`src/assert_macros.svh`:
```
// Assertion helpers for the stencil block.
// Each macro expects signals named clk and rst in the using module.
`ifndef ASSERT_MACROS_SVH
`define ASSERT_MACROS_SVH

`ifndef SYNTHESIS

// Same-cycle implication
`define HDS_ASSERT_IMP(label, ante, cons, msg) \
  label: assert property (@(posedge clk) disable iff (rst) (ante) |-> (cons)) \
    else $error(msg);

// Next-cycle implication
`define HDS_ASSERT_NXT(label, ante, cons, msg) \
  label: assert property (@(posedge clk) disable iff (rst) (ante) |=> (cons)) \
    else $error(msg);

`else

`define HDS_ASSERT_IMP(label, ante, cons, msg)
`define HDS_ASSERT_NXT(label, ante, cons, msg)

`endif

`endif

```
`src/hds_pkg.sv`:
```
package hds_pkg;

  // Grid and sample geometry
  localparam int MAX_COLS    = 128;
  localparam int MAX_ROWS    = 128;
  localparam int SAMPLE_BITS = 16;
  localparam int COL_BITS    = $clog2(MAX_COLS);
  localparam int ROW_BITS    = $clog2(MAX_ROWS);
  localparam int DIM_BITS    = 8;
  localparam int COEFF_BITS  = 15;

  // Stencil arithmetic widths
  localparam int LAP_BITS    = SAMPLE_BITS + 3;
  localparam int PROD_BITS   = COEFF_BITS + 1 + LAP_BITS;
  localparam int DELTA_BITS  = PROD_BITS - 16;
  localparam int SUM_BITS    = DELTA_BITS + 1;

  localparam logic [DIM_BITS-1:0] DIM_MIN  = DIM_BITS'(3);
  localparam logic [DIM_BITS-1:0] COLS_MAX = DIM_BITS'(MAX_COLS);
  localparam logic [DIM_BITS-1:0] ROWS_MAX = DIM_BITS'(MAX_ROWS);

  // Register map (word index)
  typedef enum logic [1:0] {
    REG_GRID_ROWS  = 2'd0,
    REG_GRID_COLS  = 2'd1,
    REG_DIFF_COEFF = 2'd2
  } reg_idx_t;

  // One column entry of the line store: last row and the row above it
  typedef struct packed {
    logic [SAMPLE_BITS-1:0] prev_val;
    logic [SAMPLE_BITS-1:0] prev2_val;
  } pair_t;

  // Five-point neighborhood handed to the stencil datapath
  typedef struct packed {
    logic [SAMPLE_BITS-1:0] u;
    logic [SAMPLE_BITS-1:0] up;
    logic [SAMPLE_BITS-1:0] dn;
    logic [SAMPLE_BITS-1:0] lf;
    logic [SAMPLE_BITS-1:0] rt;
  } stencil_in_t;

  // Per-request bookkeeping that rides along the pipeline
  typedef struct packed {
    logic                emit_cell;
    logic                emit_border;
    logic                interior;
    logic                border_last;
    logic [ROW_BITS-1:0] cell_row;
    logic [ROW_BITS-1:0] border_row;
    logic [COL_BITS-1:0] col;
  } meta_t;

  // Clamp a size register into 3..max
  function automatic logic [DIM_BITS-1:0] clamp_dim(input logic [DIM_BITS-1:0] v,
                                                    input logic [DIM_BITS-1:0] maxv);
    logic [DIM_BITS-1:0] r;
    r = v;
    if (r < DIM_MIN) r = DIM_MIN;
    if (r > maxv) r = maxv;
    return r;
  endfunction

endpackage

```
`src/hds_cell.sv`:
```
// One column cell of the sliding window; takes its neighbor's column on a shift
module hds_cell (
  input  logic          clk,
  input  logic          shift,
  input  hds_pkg::pair_t pair_in,
  output hds_pkg::pair_t pair
);

  always_ff @(posedge clk) begin
    if (shift) begin
      pair <= pair_in;
    end
  end

endmodule

```
`config.mk`:
```
export PLATFORM = sky130hd
export DESIGN_NAME = hds_cell
export DESIGN_NICKNAME = d
export VERILOG_FILES = /design/src/assert_macros.svh /design/src/hds_pkg.sv /design/src/hds_cell.sv
export SDC_FILE = /design/constraint.sdc
export NUM_CORES = 1
export LEC_CHECK = 0
export BUFFER_PORTS_ARGS = -buffer_cell sky130_fd_sc_hd__buf_2
export CAP_MARGIN = 15
export CELL_PAD_IN_SITES_DETAIL_PLACEMENT = 0
export CELL_PAD_IN_SITES_GLOBAL_PLACEMENT = 1
export CORE_MARGIN = 1.5
export CORE_UTILIZATION = 35
export CTS_BUF_LIST = sky130_fd_sc_hd__clkbuf_8
export DETAILED_ROUTE_END_ITERATION = 8
export GPL_TIMING_DRIVEN = 0
export PLACE_DENSITY_LB_ADDON = 0.15
export SYNTH_ARGS = -nofsm -noshare
export SYNTH_HDL_FRONTEND = slang
export SYNTH_SLANG_ARGS = --single-unit
```
`constraint.sdc`:
```
create_clock -name clk -period 0.9 [get_ports clk]
set_input_delay 0.18 -clock clk [delete_from_list [all_inputs] [get_ports clk]]
set_output_delay 0.18 -clock clk [all_outputs]
set_load 0.02 [all_outputs]
```
==> metrics.md <==
| Metric | Value |
|---|---|
| Number of synthesized flops with an enable pin | 32 |
| First-pass GRT wire length | between 2000 and 3000 µm |
| Async set-reset flop share out of synthesis | 0% |
| Count leader, synth | edfxtp_1 |
| Sequential share of power | a little under three fifths |
| Slowest cell on crit path | edfxtp_1 |
| CTS tree | done |
| Kind of critical path | reg -> out |
| Primary FF master, synth | edfxtp_1 |
| Multi-input gate count | 0 |
| Critical path startpoint category | register |
| Slew headroom | about 53% |
| CP top delay family | flip-flops |
| H-Tree Depth | 2 |
| Sink Count | 32 |
| Layout cell share with drive strength beyond 1 | between 60 and 70% |
| Drt via density | ~4.3 |
| Peak VDD IR | 0.00138 V |
| Final nets | 138 |
| Die Span Y | 55.4 µm |
| TNS Setup | -2300 ps |
| Antenna Nets Post-Route | 0 |
| Die area | between 3000 and 4000 µm² |
| Largest register FFs | 32 |
| Via count | slightly below 600 |
| Vias in the first global route | just under 600 |
| Top area cells in the synthesized netlist | edfxtp_1 (100%) |
| Largest Register | pair |
| Leak pwr | between 0.6 and 0.7 nW |
| RD Place Congestion | 0.631 |
| Crit path launch | pair[17]$_DFFE_PP_ |
| Final Max Tran Viols | 0 |
| Tmin final | between 1000 and 1500 ps |
| Netlist cell types | 1 |
| WL/cell | between 10 and 15 µm |
| Area of the multi-input gates | 0 µm² |
| Final setup fails | 32 |
| Termination of the worst setup path | pair[17] |
| DRT iter0 DRCs | 15 |
| CP peak stage delay | about 400 ps |
| Max_cap viols | 0 |
| Num CTS Buffers | 5 |
| Inserted Diodes | 0 |
| Std-Cell Core Area | between 2000 and 3000 µm² |
| CP Data Arrival Time | between 800 and 900 ps |
| Overall Global Routing Usage | 12.6% |
| Initial antenna violation count | 0 |
| Synthesis Warnings | 0 |
| Syn Std Cell Area | roughly 960 µm² |
| Synthesis-to-layout area growth | 57.8% |
| WP buf/inv | 1 |
| Critical Path Stages | 1 |
| Top post-synthesis cells by count | edfxtp_1 (32) |
| Sequential share of the synthesized area | between 90% and 100% |
| CP Cell Sequence | buf_6 |
| Fin worst setup slack | -102 ps |
| Clock power frac | between 30 and 40% |
| Worst min path class | in -> reg |
| Post-synthesis cell count | 32 |
| Pin count of the biggest net entering global routing | 33 |
| Worst setup EP type | primary output |
| Final Cycle Share | 111% |
| Combinational power share | approximately an eighth |
| CTS hold repair buffers | 0 |
| Pwr Density | 2120 nW/µm² |
| Fmax | 0.998 GHz |
| Grt ovf | 0 |
| CP required | around 720 ps |
| Failing checks | setup timing |
| Max clock buf depth | 2 |
| Syn nets | between 60 and 70 |
| Worst-Margin Slew | 699 ps |
| Rows | 18 |
| Sw Ratio | 22.6% |
| Post-synth top area share | 100% |
| Syn Area/Cell | around 30 µm² |
| Final Core Density | around three fifths |
| Drt pass-1 iters | 3 |
| Seq cells post-synth | 32 |
| Largest regs | pair: 32 flops |
| Final wirelength | 1770 µm |
| Status | finished with violations |
| Synth area leader | edfxtp_1 |
| RSZ-0062 raised after global routing | yes |
| Clock-pin slew on the worst setup and hold paths | ~60 ps |
| Die Width | 55.4 µm |
| P_sw | 726 µW |
| Fin. Hold Viols | 0 |
| I/O pin cnt | 66 |
| Fill count | 224 |
| Max FO, Critical Path | 1 |
| CTS Root Cell | clkbuf_8 |
| Port Buffers | 65 |
| Initial Util | between 30 and 40% |
| Drc violations | 0 |
| Cell Int Power | 2.48 mW |
## metrics by stage
stage	power [mW]	area (µm²)	instances	setup slack (ps)	hold slack, ps
3_3_place_gp	2.18	1320	127	-200	357
6_report	3.21	1520	135	-102	79.6
2_1_floorplan	1.99	961	32	271	279
5_1_grt	3.35	1520	135	-142	57.6
4_1_cts	3.20	1450	135	-116	70.9
3_5_place_dp	2.18	1320	127	-236	358
## how the worst min path moves through the flow
stage	from	endpoint	slack [ps]	cells after the start
floorplan	pair_in[0]	pair[0]$_DFFE_PP_	280	0
global placement	pair_in[1]	pair[1]$_DFFE_PP_	360	1
detailed placement	pair_in[13]	pair[13]$_DFFE_PP_	360	1
CTS	pair_in[3]	pair[3]$_DFFE_PP_	70	1
global route	pair_in[15]	pair[15]$_DFFE_PP_	60	1
finish	pair_in[20]	pair[20]$_DFFE_PP_	80	1
## cell type report
cell class	count	area (µm²)	share of cell area, %
clock buffer	5	68.8	4.54
clock inverter	3	11.3	0.743
sequential	32	961	63.4
timing repair buffer	65	438	28.9
tap	30	37.5	2.48
## logic make-up after synthesis
family / synth area share (%)
DFF: 100
## what timing repair did
item                       CTS  global route
setup buffers                0             0
setup endpoints to repair   32            32
resized for setup           14            22
## power by group through the flow
| stage | sequential, mW | clock [mW] | combinational (mW) |
|---|---|---|---|
| after floorplan | 1.99 | 0 | 0 |
| after CTS | 1.80 | 1.01 | 0.385 |
| after global routing | 1.82 | 1.08 | 0.446 |
| after global placement | 1.82 | 0 | 0.352 |
| final | 1.81 | 0.972 | 0.423 |
| after detailed placement | 1.83 | 0 | 0.357 |
## routing by layer
metal | routed length, µm | vias to the layer above | GRT usage [%]
li1 | - | 271 | -
met1 | 564 | 267 | 13.4
met2 | 1000 | 34 | 19.9
met3 | 162 | 6 | 5.85
met4 | 38 | 0 | 8.36
met5 | 0 | - | 0
## cell usage in the layout (no fill, tap or decap)
cell type	count
buf_2	47
edfxtp_1	32
buf_6	18
clkbuf_8	5
inv_1	2
clkinv_1	1
(Power assumes the default switching activity.)
