$ cat config.mk
export PLATFORM = sky130hd
export DESIGN_NAME = hds_line_store
export DESIGN_NICKNAME = d
export VERILOG_FILES = /design/src/assert_macros.svh /design/src/hds_pkg.sv /design/src/hds_line_store.sv
export SDC_FILE = /design/constraint.sdc
export NUM_CORES = 2
export LEC_CHECK = 0
export BUFFER_PORTS_ARGS = -buffer_cell sky130_fd_sc_hd__buf_4
export CORE_MARGIN = 5
export CORE_UTILIZATION = 63
export DETAILED_ROUTE_END_ITERATION = 10
export PLACE_DENSITY = 0.79
export SETUP_SLACK_MARGIN = 0.1
export SLEW_MARGIN = 20
export SYNTH_ARGS = -nofsm -noshare
export SYNTH_HDL_FRONTEND = slang
export SYNTH_SLANG_ARGS = --single-unit
$ cat constraint.sdc
create_clock -name clk -period 3.9 [get_ports clk]
set_input_delay 0.195 -clock clk [delete_from_list [all_inputs] [get_ports clk]]
set_output_delay 0.195 -clock clk [all_outputs]
set_load 0.05 [all_outputs]
$ cat src/assert_macros.svh
// Assertion helpers for the stencil block.
// Each macro expects signals named clk and rst in the using module.
`ifndef ASSERT_MACROS_SVH
`define ASSERT_MACROS_SVH

`ifndef SYNTHESIS

// Same-cycle implication
`define HDS_ASSERT_IMP(label, ante, cons, msg) \
  label: assert property (@(posedge clk) disable iff (rst) (ante) |-> (cons)) \
    else $error(msg);

// Next-cycle implication
`define HDS_ASSERT_NXT(label, ante, cons, msg) \
  label: assert property (@(posedge clk) disable iff (rst) (ante) |=> (cons)) \
    else $error(msg);

`else

`define HDS_ASSERT_IMP(label, ante, cons, msg)
`define HDS_ASSERT_NXT(label, ante, cons, msg)

`endif

`endif

$ cat src/hds_pkg.sv
package hds_pkg;

  // Grid and sample geometry
  localparam int MAX_COLS    = 128;
  localparam int MAX_ROWS    = 128;
  localparam int SAMPLE_BITS = 16;
  localparam int COL_BITS    = $clog2(MAX_COLS);
  localparam int ROW_BITS    = $clog2(MAX_ROWS);
  localparam int DIM_BITS    = 8;
  localparam int COEFF_BITS  = 15;

  // Stencil arithmetic widths
  localparam int LAP_BITS    = SAMPLE_BITS + 3;
  localparam int PROD_BITS   = COEFF_BITS + 1 + LAP_BITS;
  localparam int DELTA_BITS  = PROD_BITS - 16;
  localparam int SUM_BITS    = DELTA_BITS + 1;

  localparam logic [DIM_BITS-1:0] DIM_MIN  = DIM_BITS'(3);
  localparam logic [DIM_BITS-1:0] COLS_MAX = DIM_BITS'(MAX_COLS);
  localparam logic [DIM_BITS-1:0] ROWS_MAX = DIM_BITS'(MAX_ROWS);

  // Register map (word index)
  typedef enum logic [1:0] {
    REG_GRID_ROWS  = 2'd0,
    REG_GRID_COLS  = 2'd1,
    REG_DIFF_COEFF = 2'd2
  } reg_idx_t;

  // One column entry of the line store: last row and the row above it
  typedef struct packed {
    logic [SAMPLE_BITS-1:0] prev_val;
    logic [SAMPLE_BITS-1:0] prev2_val;
  } pair_t;

  // Five-point neighborhood handed to the stencil datapath
  typedef struct packed {
    logic [SAMPLE_BITS-1:0] u;
    logic [SAMPLE_BITS-1:0] up;
    logic [SAMPLE_BITS-1:0] dn;
    logic [SAMPLE_BITS-1:0] lf;
    logic [SAMPLE_BITS-1:0] rt;
  } stencil_in_t;

  // Per-request bookkeeping that rides along the pipeline
  typedef struct packed {
    logic                emit_cell;
    logic                emit_border;
    logic                interior;
    logic                border_last;
    logic [ROW_BITS-1:0] cell_row;
    logic [ROW_BITS-1:0] border_row;
    logic [COL_BITS-1:0] col;
  } meta_t;

  // Clamp a size register into 3..max
  function automatic logic [DIM_BITS-1:0] clamp_dim(input logic [DIM_BITS-1:0] v,
                                                    input logic [DIM_BITS-1:0] maxv);
    logic [DIM_BITS-1:0] r;
    r = v;
    if (r < DIM_MIN) r = DIM_MIN;
    if (r > maxv) r = maxv;
    return r;
  endfunction

endpackage

$ cat src/hds_line_store.sv
// Two line stores kept side by side as one word per column
module hds_line_store (
  input  logic                         clk,
  input  logic                         wr_en,
  input  logic [hds_pkg::COL_BITS-1:0] wr_addr,
  input  hds_pkg::pair_t               wr_data,
  input  logic                         rd_en,
  input  logic [hds_pkg::COL_BITS-1:0] rd_addr,
  output hds_pkg::pair_t               rd_data
);

  hds_pkg::pair_t mem [hds_pkg::MAX_COLS];

  // write port
  always_ff @(posedge clk) begin
    if (wr_en) begin
      mem[wr_addr] <= wr_data;
    end
  end

  // registered read port
  always_ff @(posedge clk) begin
    if (rd_en) begin
      rd_data <= mem[rd_addr];
    end
  end

endmodule

==> results.md <==
- Area of the multi-input gates: 32300 um^2
- Fmax achieved: 0.328 GHz
- Critical Path Slowest Stage Cell: nand3_1
- Netlist Area Pre-Place: 157000 um^2
- NumNets Final: 6602
- PwrDens: 526 nW/um^2
- Final period util: 78.2%
- CTS HTree Levels: 5
- CP required: 4500 ps
- Clk sinks: 4128
- Critical path, cell by cell: dlygate4sd3_1, buf_4, nor2b_1, nand3_1, nor3_2, buf_4
- # setup viols final: 0
- Most common cell after layout, fill and taps aside: edfxtp_1
- Area growth, synth to finish: 13.8%
- Synth unique cells: 16
- Leak Pwr: 54.9 nW
- Most frequent cells in the layout: edfxtp_1 (4128), mux4_2 (1344), clkbuf_16 (411), buf_4 (345), nor2_4 (119)
- DRC violation total after the first TritonRoute iteration: 15800
- Internal power: 72.9 mW
- Seq/Total Area, Yosys: 79.2%
- Die Area: 259000 um^2
- Slew headroom: 20.9%
- Layout cells sized above 1: 36.5%
- Sw Share: 22.2%
- Final Routed Wirelength: 487000 um
- Largest net degree at the start of global routing: 129
- R2r startpoint: mem[86][13]$_DFFE_PP_
- Crit-path max FO: 32
- Vias: 78500
- Routed Antenna Nets: 0
- Drt wl/cell: 47.3 um
- Die Ht: 509 um
- Cells after DPL: 9438
- Worst Setup Start Kind: primary input
- Slew @ Worst Pin: 1190 ps
- Num ports: 81
- Syn Inst Count: 5990
- CTS root buf: clkbuf_16
- Cts bufs inserted: 402
- Setup Skew: 107 ps
- WHS: 129 ps
- Register share of total power: 52.5%
- Fill count: 12500
- Gr usage total: 37.3%
- Setup bufs post-CTS: 0
- Post-synth net total: 6039
- TritonCTS clock tree: done
- FF/Latch Area: 124000 um^2
- Worst path most repeated cell: buf_4
- Sw Pwr: 20.8 mW
- Status: finished, final reports clean
- IO Port Bufs: 80
- Vias per cell: 7.63
- Worst skew pair latency: 1030 ps
- VDD IR-drop max: 0.504 mV
- Min-delay src: wr_addr[5]
- Tmin final: 3050 ps
- Core Area: 248000 um^2
- Mapped Avg Cell Area: 26.1 um^2
- FF+latch count, synth: 4128
- Initial core utilization: 63.2%
- Crit. Startpoint: wr_addr[3]
- Post-cts sizing count: 0
- Post-Layout Cell Count: 10300
- Critical path buffer and inverter count: 3
- Drc violations: 0
- CP Class: in -> reg
- Critical path arrival: 3650 ps
- Comb power frac: 5.7%
- Delay-heaviest family, CP: simple AND/OR/NAND/NOR gates
- Max-slew violations: 0
- Setup TNS: 0 ps
- Final-report hold violation count: 0
- MaxCap Viol Count: 0
- Global-route wire length before repair: 653000 um
- CTS max path bufs: 4
- Reg clk slew, reported paths: 70 ps
- Gr ovfl total: 0
- Num rows: 183
- Gpl congestion: 0.854
- Synth warnings: 0
- Delay of the slowest cell on the worst path: 760 ps
- Vias in the first global route: 78600
- DP HPWL: 234000 um
- Hold Crit Class: in -> reg
- Clk pwr share: 41.8%
- Pre-antenna DRT Iters: 8
- Antenna violations before repair: 65
- CP endpoint kind: flop
- Die X: 509 um
- RSZ-0062 raised after global routing: no
==> area by class of cell <==
type                       count  area share [%]
antenna                      103           0.145
tap                         3330            2.34
clock buffer                 491            5.94
clock inverter               225            1.21
sequential                  4128            69.6
multi-input combinational   1546            18.1
timing repair buffer         475            2.68
==> metrics by stage <==
step | instance area [um^2] | setup slack, ps | power [mW] | utilization, %
floorplan | 157000 | 466 | 52.5 | -
global placement | 165000 | 438 | 54.9 | 66.4
detailed placement | 165000 | 420 | 55.0 | 66.4
CTS | 178000 | 1050 | 93.3 | 71.7
global route | 178000 | 932 | 95.7 | 71.8
finish | 178000 | 849 | 93.7 | 71.9
==> worst paths after layout <==
path	endpoint	slack, ps	depth (start not counted)
worst max-delay path	mem[78][27]$_DFFE_PP_	850	6
worst min-delay path	mem[110][13]$_DFFE_PP_	130	4
worst max register to register	rd_data[13]$_DFFE_PP_	980	4
worst min register to register	rd_data[4]$_DFFE_PP_	1250	4
==> power by group through the flow <==
stage / registers [mW] / clock network, mW / logic, mW
6_report: 49.2 / 39.1 / 5.32
5_1_grt: 49.2 / 41.2 / 5.37
4_1_cts: 49.2 / 39.0 / 5.14
3_5_place_dp: 50.1 / 0 / 4.90
3_3_place_gp: 50.1 / 0 / 4.76
2_1_floorplan: 50.2 / 0 / 2.36
==> cell usage after synthesis <==
cell type | number | area, um^2
buf_1 | 50 | 188
buf_2 | 79 | 395
buf_4 | 3 | 22.5
buf_6 | 2 | 22.5
clkbuf_1 | 182 | 683
edfxtp_1 | 4128 | 124000
mux2_2 | 32 | 360
mux4_2 | 1344 | 30300
nand2_1 | 14 | 52.6
nand2b_1 | 2 | 12.5
nand3_1 | 12 | 60.1
nand4_1 | 3 | 18.8
nor2_1 | 122 | 458
nor2b_1 | 7 | 43.8
nor3_1 | 9 | 45.0
or3_1 | 1 | 6.26
==> layer usage <==
layer	part of all wire [%]	GRT usage, %	wire length, um	vias up
met5	0.052	0.130	255	-
met4	8.6	23.7	42100	32
met3	15	9.66	71000	1817
met2	48	58.6	234000	8750
met1	29	47.5	140000	40300
li1	-	-	-	27600
==> sequential cells by signal (all words and copies together) (netlist names) <==
register  cells
rd_data      32
mem        4096
==> worst reg2reg max path, cell delays in order, from the launching register on <==
cell and delay [ps]:
edfxtp_1 440, mux4_2 510, mux4_2 750, mux4_2 680
mux2_2 300
==> cell families (layout without fill, tap and decap cells) <==
logic type             count (synthesis)  in the layout  share of synthesized area, %
buffers and inverters                316           1191                         0.837
flip-flops                          4128           4128                          79.2
multiplexers                        1376           1376                          19.6
other                                  0            103                             0
AND/OR/NAND/NOR                      170            170                         0.445
==> what timing repair did <==
| action | CTS | global route |
|---|---|---|
| endpoints found under the setup margin | 0 | 0 |
| hold buffers | 40 | 0 |
| hold endpoints to repair | 2133 | 0 |
Power figures use the tool's default switching activity.
