--- config.mk ---
export PLATFORM = sky130hd
export DESIGN_NAME = hds_stencil
export DESIGN_NICKNAME = d
export VERILOG_FILES = /design/src/assert_macros.svh /design/src/hds_pkg.sv /design/src/hds_stencil.sv
export SDC_FILE = /design/constraint.sdc
export NUM_CORES = 1
export LEC_CHECK = 0
export BUFFER_PORTS_ARGS = -buffer_cell sky130_fd_sc_hd__buf_2
export CORE_MARGIN = 2
export CORE_UTILIZATION = 50
export DETAILED_ROUTE_END_ITERATION = 16
export GPL_TIMING_DRIVEN = 0
export PLACE_DENSITY_LB_ADDON = 0.15
export SYNTH_ARGS = -nofsm -noshare
export SYNTH_HDL_FRONTEND = slang
export SYNTH_SLANG_ARGS = --single-unit
--- constraint.sdc ---
create_clock -name clk -period 9.1 [get_ports clk]
set_clock_uncertainty 0.1 [all_clocks]
set_input_delay 0.455 -clock clk [delete_from_list [all_inputs] [get_ports clk]]
set_output_delay 0.455 -clock clk [all_outputs]
set_load 0.005 [all_outputs]
--- src/assert_macros.svh ---
// Assertion helpers for the stencil block.
// Each macro expects signals named clk and rst in the using module.
`ifndef ASSERT_MACROS_SVH
`define ASSERT_MACROS_SVH

`ifndef SYNTHESIS

// Same-cycle implication
`define HDS_ASSERT_IMP(label, ante, cons, msg) \
  label: assert property (@(posedge clk) disable iff (rst) (ante) |-> (cons)) \
    else $error(msg);

// Next-cycle implication
`define HDS_ASSERT_NXT(label, ante, cons, msg) \
  label: assert property (@(posedge clk) disable iff (rst) (ante) |=> (cons)) \
    else $error(msg);

`else

`define HDS_ASSERT_IMP(label, ante, cons, msg)
`define HDS_ASSERT_NXT(label, ante, cons, msg)

`endif

`endif

--- src/hds_pkg.sv ---
package hds_pkg;

  // Grid and sample geometry
  localparam int MAX_COLS    = 128;
  localparam int MAX_ROWS    = 128;
  localparam int SAMPLE_BITS = 16;
  localparam int COL_BITS    = $clog2(MAX_COLS);
  localparam int ROW_BITS    = $clog2(MAX_ROWS);
  localparam int DIM_BITS    = 8;
  localparam int COEFF_BITS  = 15;

  // Stencil arithmetic widths
  localparam int LAP_BITS    = SAMPLE_BITS + 3;
  localparam int PROD_BITS   = COEFF_BITS + 1 + LAP_BITS;
  localparam int DELTA_BITS  = PROD_BITS - 16;
  localparam int SUM_BITS    = DELTA_BITS + 1;

  localparam logic [DIM_BITS-1:0] DIM_MIN  = DIM_BITS'(3);
  localparam logic [DIM_BITS-1:0] COLS_MAX = DIM_BITS'(MAX_COLS);
  localparam logic [DIM_BITS-1:0] ROWS_MAX = DIM_BITS'(MAX_ROWS);

  // Register map (word index)
  typedef enum logic [1:0] {
    REG_GRID_ROWS  = 2'd0,
    REG_GRID_COLS  = 2'd1,
    REG_DIFF_COEFF = 2'd2
  } reg_idx_t;

  // One column entry of the line store: last row and the row above it
  typedef struct packed {
    logic [SAMPLE_BITS-1:0] prev_val;
    logic [SAMPLE_BITS-1:0] prev2_val;
  } pair_t;

  // Five-point neighborhood handed to the stencil datapath
  typedef struct packed {
    logic [SAMPLE_BITS-1:0] u;
    logic [SAMPLE_BITS-1:0] up;
    logic [SAMPLE_BITS-1:0] dn;
    logic [SAMPLE_BITS-1:0] lf;
    logic [SAMPLE_BITS-1:0] rt;
  } stencil_in_t;

  // Per-request bookkeeping that rides along the pipeline
  typedef struct packed {
    logic                emit_cell;
    logic                emit_border;
    logic                interior;
    logic                border_last;
    logic [ROW_BITS-1:0] cell_row;
    logic [ROW_BITS-1:0] border_row;
    logic [COL_BITS-1:0] col;
  } meta_t;

  // Clamp a size register into 3..max
  function automatic logic [DIM_BITS-1:0] clamp_dim(input logic [DIM_BITS-1:0] v,
                                                    input logic [DIM_BITS-1:0] maxv);
    logic [DIM_BITS-1:0] r;
    r = v;
    if (r < DIM_MIN) r = DIM_MIN;
    if (r > maxv) r = maxv;
    return r;
  endfunction

endpackage

--- src/hds_stencil.sv ---
// Stencil datapath: Laplacian times coefficient registered, then round,
// add and saturate.
module hds_stencil (
  input  logic                              clk,
  input  logic                              load,
  input  hds_pkg::stencil_in_t              nbr,
  input  logic [hds_pkg::COEFF_BITS-1:0]    coeff,
  output logic [hds_pkg::SAMPLE_BITS-1:0]   value
);

  logic        [hds_pkg::LAP_BITS-1:0]   side_sum;
  logic        [hds_pkg::LAP_BITS-1:0]   center4;
  logic signed [hds_pkg::LAP_BITS-1:0]   lap;
  logic signed [hds_pkg::PROD_BITS-1:0]  coeff_ext;
  logic signed [hds_pkg::PROD_BITS-1:0]  lap_ext;
  logic signed [hds_pkg::PROD_BITS-1:0]  prod_full;
  logic signed [hds_pkg::PROD_BITS-1:0]  prod;
  logic        [hds_pkg::SAMPLE_BITS-1:0] u_q;
  logic signed [hds_pkg::PROD_BITS-1:0]  biased;
  logic signed [hds_pkg::DELTA_BITS-1:0] delta;
  logic signed [hds_pkg::SUM_BITS-1:0]   sum;

  // up + down + left + right - 4u, always fits one guard bit past the sum
  assign side_sum = hds_pkg::LAP_BITS'(nbr.up) + hds_pkg::LAP_BITS'(nbr.dn)
                  + hds_pkg::LAP_BITS'(nbr.lf) + hds_pkg::LAP_BITS'(nbr.rt);
  assign center4  = {1'b0, nbr.u, 2'b00};
  assign lap      = $signed(side_sum - center4);

  // both operands widened to the full product width before the multiply
  assign coeff_ext = $signed({{(hds_pkg::PROD_BITS-hds_pkg::COEFF_BITS){1'b0}}, coeff});
  assign lap_ext   = $signed({{(hds_pkg::PROD_BITS-hds_pkg::LAP_BITS){lap[hds_pkg::LAP_BITS-1]}},
                              lap});
  assign prod_full = coeff_ext * lap_ext;

  // product stage
  always_ff @(posedge clk) begin
    if (load) begin
      prod <= prod_full;
      u_q  <= nbr.u;
    end
  end

  // round half up (floor after bias), add center, clamp to sample range
  assign biased = prod + hds_pkg::PROD_BITS'(32768);
  assign delta  = biased[hds_pkg::PROD_BITS-1:16];
  assign sum    = $signed({{(hds_pkg::SUM_BITS-hds_pkg::SAMPLE_BITS){1'b0}}, u_q})
                + $signed({delta[hds_pkg::DELTA_BITS-1], delta});

  always_comb begin
    if (sum < 0) begin
      value = '0;
    end else if (sum > $signed(hds_pkg::SUM_BITS'({hds_pkg::SAMPLE_BITS{1'b1}}))) begin
      value = '1;
    end else begin
      value = sum[hds_pkg::SAMPLE_BITS-1:0];
    end
  end

endmodule

==> flow_metrics.env <==
export IMPL_drt_pass1_iter_count=5
export IMPL_die_x_um=176
export IMPL_overflow=0
export IMPL_avgSynthCellArea_um2=9.14
export IMPL_yosysWarnings=0
export IMPL_violations="negative setup slack"
export IMPL_cts_buffers_inserted=5
export IMPL_startpoint_type="input port"
export IMPL_grt_pass1_vias=12100
export IMPL_ys_seq_elements=36
export IMPL_rows=62
export IMPL_synth_flop_cell="edfxtp_1"
export IMPL_drive_above_1_share_pct=17.8
export IMPL_critPathKind="in2reg"
export IMPL_boundaryPins=113
export IMPL_finalCritPeriodShare_pct=105
export IMPL_dieArea_um2=30800
export IMPL_yosysTopAreaCell="fa_1"
export IMPL_nets=2326
export IMPL_grt_max_degree=37
export IMPL_synth_nets=2159
export IMPL_max_stage_delay_ps=610
export IMPL_wl_um=38400
export IMPL_synth_edf_count=36
export IMPL_cts_buffer_depth=2
export IMPL_synth_top_area_share_pct=44.1
export IMPL_rsz0062_at_grt="true"
export IMPL_layout_min_cycle_time_ps=9550
export IMPL_routed_via_density=5.16
export IMPL_status="finished, violations left"
export IMPL_relSlewSlack_pct=42.4
export IMPL_drt_iter0_drc=589
export IMPL_worstHoldPathType="in2reg"
export IMPL_grt_usage_pct=26.6
export IMPL_setup_slack_ps=-448
export IMPL_crit_top_cell="fa_1"
export IMPL_synth_cell_types=58
export IMPL_start_util_pct=51.0
export IMPL_post_route_cell_area_um2=17400
export IMPL_final_max_slew_viol_count=0
export IMPL_crit_slowest_cell="fa_1"
export IMPL_cts_tree="yes"
export IMPL_fillers=2601
export IMPL_clk_pin_slew_worst_paths_ps=60
export IMPL_n_antenna_cell=0
export IMPL_die_h_um=176
export IMPL_post_dp_cell_area_um2=15800
export IMPL_hold_violations=0
export IMPL_gp_congestion=0.894
export IMPL_antenna_found_initial=2
export IMPL_syn_inst=1611
export IMPL_syn_to_final_growth_pct=17.9
export IMPL_clkSinkCount=36
export IMPL_async_flop_share_pct=0
export IMPL_root_buffer="clkbuf_16"
export IMPL_worst_slew_pin_slew_ps=863
export IMPL_ys_seq_area_share_pct=7.35
export IMPL_drc=0
export IMPL_path_max_fanout=4
export IMPL_portBuffers=99
export IMPL_h_tree_depth=2
export IMPL_grt_pass1_wl_um=63400
export IMPL_mappedNetlistArea_um2=14700
export IMPL_netlist_top_cells_area="fa_1 (44%), inv_1 (11%), ha_1 (11%)"
export IMPL_worstPathArrival_ps=9470
export IMPL_vias=11200
export IMPL_setup_viol=16
export IMPL_crit_required_ps=9020
export IMPL_fmax_mhz=105
export IMPL_wl_per_cell_um=17.8
export IMPL_cap_violations=0
export IMPL_core_area_um2=28900
export IMPL_antenna_left=0
export IMPL_dp_hpwl_um=30800
export IMPL_crit_path_end_kind="flop"
-- synth_stat cells, types with 5 or more instances --
cell	count
a211oi_1	7
a21o_1	8
a21oi_1	46
a31oi_1	5
and2_1	125
and3b_1	7
clkbuf_1	48
edfxtp_1	36
fa_1	324
ha_1	127
inv_1	431
nand2_1	177
nand2b_1	6
nand3_1	17
nand3b_1	10
nand4_1	10
nor2_1	41
nor2b_1	5
nor3_1	14
o21a_1	8
o21ai_0	19
o21bai_1	7
xnor2_1	51
xor2_1	20
-- path summary, 6_finish.rpt --
check | startpoint | slack (ps) | depth (start not counted) | end
min | nbr[75] | 260 | 1 | u_q[11]
max | nbr[2] | -450 | 37 | prod[34]
-- registers in the layout, summed over array words and instances, names as in the netlist --
name and count:
u_q 16, prod 20
-- worst max-delay path, delay by kind of cell --
kind | cells | cell delay [ps]
fa+ha+maj | 11 | 5170
buf+inv | 9 | 870
compound gates | 12 | 2330
simple gates | 3 | 220
xor+xnor | 2 | 400
-- cells by family after synthesis --
kind of cell / count (synthesis) / share of synthesized area (%)
AOI/OAI and AO/OA: 136 / 6.25
xor gates and xnor gates: 71 / 4.23
buffers and inverters: 486 / 12.5
DFF: 36 / 7.35
adders and majority gates: 454 / 55.1
muxes: 2 / 0.136
and+or+nand+nor: 426 / 14.5
-- cells in the final DEF (no fill, tap or decap), types with 8 or more instances in the layout --
cell type,instances
inv_2,14
nor3_1,12
buf_2,98
clkbuf_1,31
edfxtp_1,36
fa_1,312
xnor2_2,11
xnor2_1,36
nand3_1,15
xor2_1,18
ha_1,110
nand4_1,10
nand2_1,169
and2_1,123
ha_4,15
buf_4,51
a21oi_1,38
nand3b_1,10
o21ai_0,12
o21a_1,8
fa_2,12
inv_1,416
nor2_1,32
buf_6,14
a21o_1,8
-- repair_timing --
item                       in CTS  in global routing
pin swaps                      58                 46
gates resized for setup       143                 60
setup buffers                  43                 19
setup endpoints to repair      20                 19
hold buffers                    0                  0
-- metrics by stage --
step / utilization, % / hold WS, ps / std cells / TNS (ps) / setup WS (ps)
after CTS: 58.9 / 250 / 2144 / -3190 / -430
after floorplan: - / 454 / 1611 / -59.8 / -53.0
after global placement: 54.8 / 549 / 2094 / -23690 / -1720
after detailed placement: 54.8 / 548 / 2094 / -23080 / -1730
after global routing: 60.1 / 255 / 2162 / -9290 / -774
final: 60.1 / 257 / 2162 / -4500 / -448
-- cell type report --
class                           instances  area (um^2)  area share (%)
Inverter                              431         1620            9.34
Multi-Input combinational cell       1089        12600            72.8
Sequential cell                        36         1080            6.23
Buffer                                 55          358            2.06
Clock buffer                            5          125           0.721
Timing Repair Buffer                  160         1040            5.99
Tap cell                              384          480            2.77
Clock inverter                          2         7.51          0.0433
-- metal layers --
metal / up-vias / share of wire [%] / global-route usage, %
met1: 5634 / 44 / 36.7
met3: 43 / 8.5 / 6.86
met5: - / 0 / 0
met4: 0 / 2.1 / 6.34
met2: 332 / 46 / 42.3
li1: 5147 / - / -
Power is left out: the tool's default activity adds up to more than one toggle a clock period on the data nets, which glitch-free logic cannot reach.
